===== src/sv/ptk_pkg.sv =====
// ----------------------------------------------------------------------------
// ptk_pkg: shared types and constants of the position tracker
// Fixed-point widths, operation codes, config register indexes and the
// command and status bundles between controller and datapath.
// ----------------------------------------------------------------------------
package ptk_pkg;

  // filter quantities: signed, 24 fraction bits, 40 bits wide
  typedef logic signed [39:0] st_t;
  // multiplier operand: room for the sum of three filter quantities
  typedef logic signed [42:0] opnd_t;

  typedef logic [3:0] op_t;
  // micro-op order of one axis update
  localparam op_t OP_VDT    = 4'd0;
  localparam op_t OP_DTP11  = 4'd1;
  localparam op_t OP_DTSUM  = 4'd2;
  localparam op_t OP_DIV_K0 = 4'd3;
  localparam op_t OP_DIV_K1 = 4'd4;
  localparam op_t OP_K0Y    = 4'd5;
  localparam op_t OP_K1Y    = 4'd6;
  localparam op_t OP_K0P00  = 4'd7;
  localparam op_t OP_K0P01  = 4'd8;
  localparam op_t OP_K1P00  = 4'd9;
  localparam op_t OP_K1P01  = 4'd10;
  localparam op_t OP_LAST   = OP_K1P01;

  typedef logic [1:0] cfg_addr_t;
  localparam cfg_addr_t CFG_PROCESS_NOISE = 2'd0;
  localparam cfg_addr_t CFG_MEAS_NOISE    = 2'd1;
  localparam cfg_addr_t CFG_INIT_VAR      = 2'd2;

  localparam logic [31:0] PROCESS_NOISE_RST = 32'd167772;
  localparam logic [31:0] MEAS_NOISE_RST    = 32'd1677722;
  localparam logic [31:0] INIT_VAR_RST      = 32'd16777216;

  localparam logic signed [44:0] SAT_MAX = 45'sd549755813887;
  localparam logic signed [44:0] SAT_MIN = -45'sd549755813888;

  typedef struct packed {
    logic capture;
    logic load;
    logic mul_start;
    logic div_start;
    logic out_load;
    op_t  op;
  } ptk_cmd_t;

  typedef struct packed {
    logic mul_done;
    logic div_done;
  } ptk_sts_t;

  function automatic logic signed [44:0] ext45(input st_t x);
    return {{5{x[39]}}, x};
  endfunction

  function automatic opnd_t ext_op(input st_t x);
    return {{3{x[39]}}, x};
  endfunction

  function automatic st_t sat_st(input logic signed [44:0] x);
    st_t r;
    if (x > SAT_MAX) begin
      r = SAT_MAX[39:0];
    end else if (x < SAT_MIN) begin
      r = SAT_MIN[39:0];
    end else begin
      r = x[39:0];
    end
    return r;
  endfunction

  // Q16.24 to Q16.16, round half up, saturate to 32 bits
  function automatic logic [31:0] to_out(input st_t p);
    logic signed [40:0] r;
    logic signed [32:0] sh;
    logic [31:0]        o;
    r  = {p[39], p} + 41'sd128;
    sh = r[40:8];
    if (sh > 33'sd2147483647) begin
      o = 32'h7FFF_FFFF;
    end else if (sh < -33'sd2147483648) begin
      o = 32'h8000_0000;
    end else begin
      o = sh[31:0];
    end
    return o;
  endfunction

endpackage


===== src/sv/ptk_ctrl.sv =====
// ----------------------------------------------------------------------------
// ptk_ctrl: tracker controller
// Accepts a beat, sequences load or the per-axis update micro-ops through
// the datapath, and hands the result to the output register.
// ----------------------------------------------------------------------------
module ptk_ctrl #(
  parameter int AXIS_COUNT = 3,
  parameter int AXW        = 2
) (
  input  logic              clk_i,
  input  logic              rst_ni,
  input  logic              s_tvalid_i,
  input  logic              s_tuser_i,
  output logic              s_tready_o,
  input  logic              m_tready_i,
  output logic              m_tvalid_o,
  output logic              m_tuser_o,
  input  ptk_pkg::ptk_sts_t sts_i,
  output ptk_pkg::ptk_cmd_t cmd_o,
  output logic [AXW-1:0]    axis_o
);

  localparam logic [2:0] S_IDLE  = 3'd0;
  localparam logic [2:0] S_LOAD  = 3'd1;
  localparam logic [2:0] S_ISSUE = 3'd2;
  localparam logic [2:0] S_WAIT  = 3'd3;
  localparam logic [2:0] S_DONE  = 3'd4;

  localparam logic [AXW-1:0] AxisLast = AXW'(AXIS_COUNT - 1);

  logic [2:0]       state_q, state_d;
  logic [AXW-1:0]   axis_q, axis_d;
  ptk_pkg::op_t     step_q, step_d;
  logic             have_q, have_d;
  logic             valid_q, valid_d;
  logic             ovalid_q, ovalid_d;
  logic             ouser_q, ouser_d;
  logic             is_div, unit_done;

  always_comb begin
    state_d  = state_q;
    axis_d   = axis_q;
    step_d   = step_q;
    have_d   = have_q;
    valid_d  = valid_q;
    ovalid_d = ovalid_q;
    ouser_d  = ouser_q;
    cmd_o    = '0;
    cmd_o.op = step_q;
    is_div    = (step_q == ptk_pkg::OP_DIV_K0) || (step_q == ptk_pkg::OP_DIV_K1);
    unit_done = is_div ? sts_i.div_done : sts_i.mul_done;
    if (ovalid_q && m_tready_i) begin
      ovalid_d = 1'b0;
    end
    unique case (state_q)
      S_IDLE: begin
        if (s_tvalid_i) begin
          cmd_o.capture = 1'b1;
          valid_d = s_tuser_i;
          axis_d  = '0;
          step_d  = ptk_pkg::OP_VDT;
          if (!have_q) begin
            state_d = S_LOAD;
          end else if (s_tuser_i) begin
            state_d = S_ISSUE;
          end else begin
            state_d = S_DONE;
          end
        end
      end
      S_LOAD: begin
        cmd_o.load = 1'b1;
        if (axis_q == AxisLast) begin
          have_d  = valid_q;
          state_d = S_DONE;
        end else begin
          axis_d = axis_q + 1'b1;
        end
      end
      S_ISSUE: begin
        cmd_o.mul_start = !is_div;
        cmd_o.div_start = is_div;
        state_d = S_WAIT;
      end
      S_WAIT: begin
        if (unit_done) begin
          if (step_q == ptk_pkg::OP_LAST) begin
            step_d = ptk_pkg::OP_VDT;
            if (axis_q == AxisLast) begin
              state_d = S_DONE;
            end else begin
              axis_d  = axis_q + 1'b1;
              state_d = S_ISSUE;
            end
          end else begin
            step_d  = step_q + 4'd1;
            state_d = S_ISSUE;
          end
        end
      end
      S_DONE: begin
        if (!ovalid_q || m_tready_i) begin
          cmd_o.out_load = 1'b1;
          ovalid_d = 1'b1;
          ouser_d  = have_q;
          state_d  = S_IDLE;
        end
      end
      default: state_d = S_IDLE;
    endcase
  end

  always_ff @(posedge clk_i or negedge rst_ni) begin
    if (!rst_ni) begin
      state_q  <= S_IDLE;
      axis_q   <= '0;
      step_q   <= ptk_pkg::OP_VDT;
      have_q   <= 1'b0;
      valid_q  <= 1'b0;
      ovalid_q <= 1'b0;
      ouser_q  <= 1'b0;
    end else begin
      state_q  <= state_d;
      axis_q   <= axis_d;
      step_q   <= step_d;
      have_q   <= have_d;
      valid_q  <= valid_d;
      ovalid_q <= ovalid_d;
      ouser_q  <= ouser_d;
    end
  end

  assign s_tready_o = (state_q == S_IDLE);
  assign m_tvalid_o = ovalid_q;
  assign m_tuser_o  = ouser_q;
  assign axis_o     = axis_q;

`ifndef SYNTHESIS
  a_done_in_wait: assert property (@(posedge clk_i) disable iff (!rst_ni)
    (sts_i.mul_done || sts_i.div_done) |-> (state_q == S_WAIT))
    else $error("arithmetic unit finished outside of wait");
`endif

endmodule


===== config.mk =====
export PLATFORM = sky130hd
export DESIGN_NAME = ptk_ctrl
export DESIGN_NICKNAME = d
export VERILOG_FILES = /design/src/sv/ptk_pkg.sv /design/src/sv/ptk_ctrl.sv
export SDC_FILE = /design/constraint.sdc
export NUM_CORES = 1
export LEC_CHECK = 0
export BUFFER_PORTS_ARGS = -buffer_cell sky130_fd_sc_hd__buf_2
export CAP_MARGIN = 40
export CELL_PAD_IN_SITES_DETAIL_PLACEMENT = 0
export CELL_PAD_IN_SITES_GLOBAL_PLACEMENT = 2
export CORE_AREA = 2 2 56 58
export DETAILED_ROUTE_END_ITERATION = 12
export DIE_AREA = 0 0 58 60
export PLACE_DENSITY_LB_ADDON = 0.1
export SYNTH_ARGS = -nofsm -noshare
export SYNTH_HDL_FRONTEND = slang
export SYNTH_SLANG_ARGS = --single-unit

===== constraint.sdc =====
create_clock -name clk_i -period 2.04 [get_ports clk_i]
set_input_delay 0.306 -clock clk_i [delete_from_list [all_inputs] [get_ports clk_i]]
set_output_delay 0.306 -clock clk_i [all_outputs]
set_load 0.01 [all_outputs]

==> reports/summary.txt <==
Via count: 740
Initial DRC count: 12
Share of cells above drive strength 1: 30.7%
DRC viols: 0
Maximum clock path buffer count: 2
Fmax: 0.523 GHz
Die H: 60 um
DP HPWL: 1510 um
Grt total ovfl: 0
Cell area after layout: 1040 um^2
# fillers: 323
Largest area contributor in the netlist: dfrtp_1
Compound-Gate Fraction of Synth Area: 18.5%
Port Buffers: 20
Max-Cap Viols: 0
Critical path fanouts, max: 9
DR pass1 iterations: 3
Post-synthesis adder-cell area fraction: 5.88%
Final setup TNS: 0 ps
Syn_area_per_cell: 9.35 um^2
Post-Syn Area: 851 um^2
GP Congestion: 0.696
Largest family of logic cells by synthesized area: simple AND/OR/NAND/NOR gates
# nets final: 126
CTS Root Cell: clkbuf_4
Die X: 58 um
CP Capture Type: output pin
Number of buffers created by CTS: 3
CTS HTree Levels: 1
RSZ-0062 raised after global routing: no
Commonest non-fill, non-tap cell in the layout: buf_2
Post-synthesis mux area share: 10.1%
Io pins: 21
Critical path type: reg -> out
Worst-path clk slew: 80 ps
Largest stage delay on the critical path: 470 ps
Drt total wl: 1980 um
Area after DPL: 987 um^2
Class of the worst hold path: in -> reg
Util after Layout: 35.9%
Clock skew: 4.43 ps
XOR/XNOR share of the synthesized area: 0%
Worst-Skew Late Latency: 280 ps
CTS tree: done
Worst path slowest cell: dfrtp_2
First-pass GRT wire length: 3280 um
Global Route Usage Sum: 12.9%
CP Data Arrival Time: 1600 ps
Crit start category: flip-flop
Syn Inst Count: 91
Setup Viol. Count Final: 0
Vias in the first global route: 709
VDD IR max: 493 uV
Proportion of netlist area held by the largest area contributor: 38.2%
Multi-input gate area: 504 um^2
Commonest non-fill, non-tap cells in the layout: buf_2, dfrtp_1, nand2_1
Fin Hold WS: 294 ps
Yosys reg bits: 13
Top cells by area, synth: dfrtp_1, ha_1, nand2_1, mux2_2, mux2i_1
Reg area: 328 um^2
Initial Util: 29.3%
Routed Antenna Nets: 0
Pwr dens: 1160 nW/um^2
WL per Instance: 13.5 um
Total core area: 2900 um^2
Largest net degree at the start of global routing: 14
Via density: 5.03
Unique masters post-synth: 33
Post-synth net total: 102
Max-slew violation count: 0
Max-slew headroom: 76.9%
Post-Synth Simple-Gate Area: 22.6%
Period utilisation layout: 93.7%
Final WS setup: 129 ps
Die ar.: 3480 um^2
Post-Place Setup Slack: 130 ps
Layout area overhead: 22.6%
Leak: 0.498 nW
Sequential share of the synthesized area: 38.2%
FP Rows: 20
Sink Count: 13
Synth warn: 0
Initial antenna violation count: 0
Final Critical Period: 1910 ps
Status: finished clean
Worst-Margin Slew: 346 ps
Endpoints failing hold: 0
WP data required: 1730 ps
Post-CTS setup buffer count: 0
Ant diodes: 0
Critical path cell sequence: buf_4 > or3_1 > nor3_2 > buf_2
## cells in the mapped netlist, drive strengths merged
| cell type | number |
|---|---|
| nor3 | 4 |
| a2bb2oi | 2 |
| mux2i | 3 |
| nand2 | 10 |
| inv | 7 |
| ha | 4 |
| dfrtp | 13 |
| or4b | 1 |
| a211oi | 1 |
| buf | 1 |
| nand3b | 1 |
| nand2b | 3 |
| nor2 | 5 |
| nand3 | 1 |
| and3 | 2 |
| o221ai | 1 |
| o311a | 1 |
| clkbuf | 2 |
| and3b | 1 |
| and2 | 2 |
| o2bb2ai | 1 |
| a21oi | 7 |
| mux2 | 5 |
| nor2b | 2 |
| a21boi | 1 |
| or3 | 1 |
| o21ai | 4 |
| a31oi | 2 |
| nor3b | 3 |
## worst max-delay path, delay by kind of cell (launching register included)
family	cells	cell delay [ps]
and+or+nand+nor	2	530
DFF	1	470
buffers and inverters	2	330
## cell type report
type                       count  area share, %
sequential                    13           31.4
inverter                       7           2.52
timing repair buffer          22           11.3
tap                           33           3.96
multi-input combinational     68           48.3
clock buffer                   4           2.52
## what timing repair did
| item | in CTS | in global routing |
|---|---|---|
| hold buffers | 1 | 0 |
| hold endpoints to repair | 13 | 0 |
| gates resized for setup | 0 | 5 |
| endpoints found under the setup margin | 0 | 3 |
## through the flow
step	total power (W)	instances
6_report	0.00121	147
5_1_grt	0.00133	147
4_1_cts	0.00121	147
3_5_place_dp	0.00104	142
3_3_place_gp	0.00104	142
2_1_floorplan	0.000847	91
## where the power goes
part	total, W	internal [W]	switching, W
clock	0.000165	0.0000758	0.0000894
sequential	0.000465	0.000350	0.000116
combinational	0.000583	0.000285	0.000298
total	0.00121	0.000710	0.000503
## worst paths after layout
| check | start | end | slack, ps | depth (start not counted) |
|---|---|---|---|---|
| max | state_q[0] | cmd_o[5] | 130 | 4 |
| min | s_tuser_i | valid_q | 290 | 2 |
| max reg2reg | step_q[0] | step_q[0] | 190 | 6 |
| min reg2reg | m_tuser_o | m_tuser_o | 510 | 1 |
| max in group asynchronous | rst_ni | state_q[1] | 1330 | 2 |
| min in group asynchronous | rst_ni | step_q[1] | 440 | 2 |
## layer usage
layer	GRT usage, %	part of all wire (%)	up-vias
li1	-	-	369
met1	17.5	52	358
met2	19.2	44	11
met3	2.60	3.8	2
met4	6.98	0.76	0
met5	0	0	-
## cell families after synthesis
family | after synthesis
buffers and inverters | 10
adders and majority gates | 4
AOI/OAI and AO/OA | 20
muxes | 8
DFF | 13
and+or+nand+nor | 36
## flip-flops by register name, indices dropped and copies added (netlist names)
register	cells
step_q	4
state_q	3
axis_o	2
have_q	1
m_tuser_o	1
m_tvalid_o	1
valid_q	1
(Power assumes the default switching activity.)
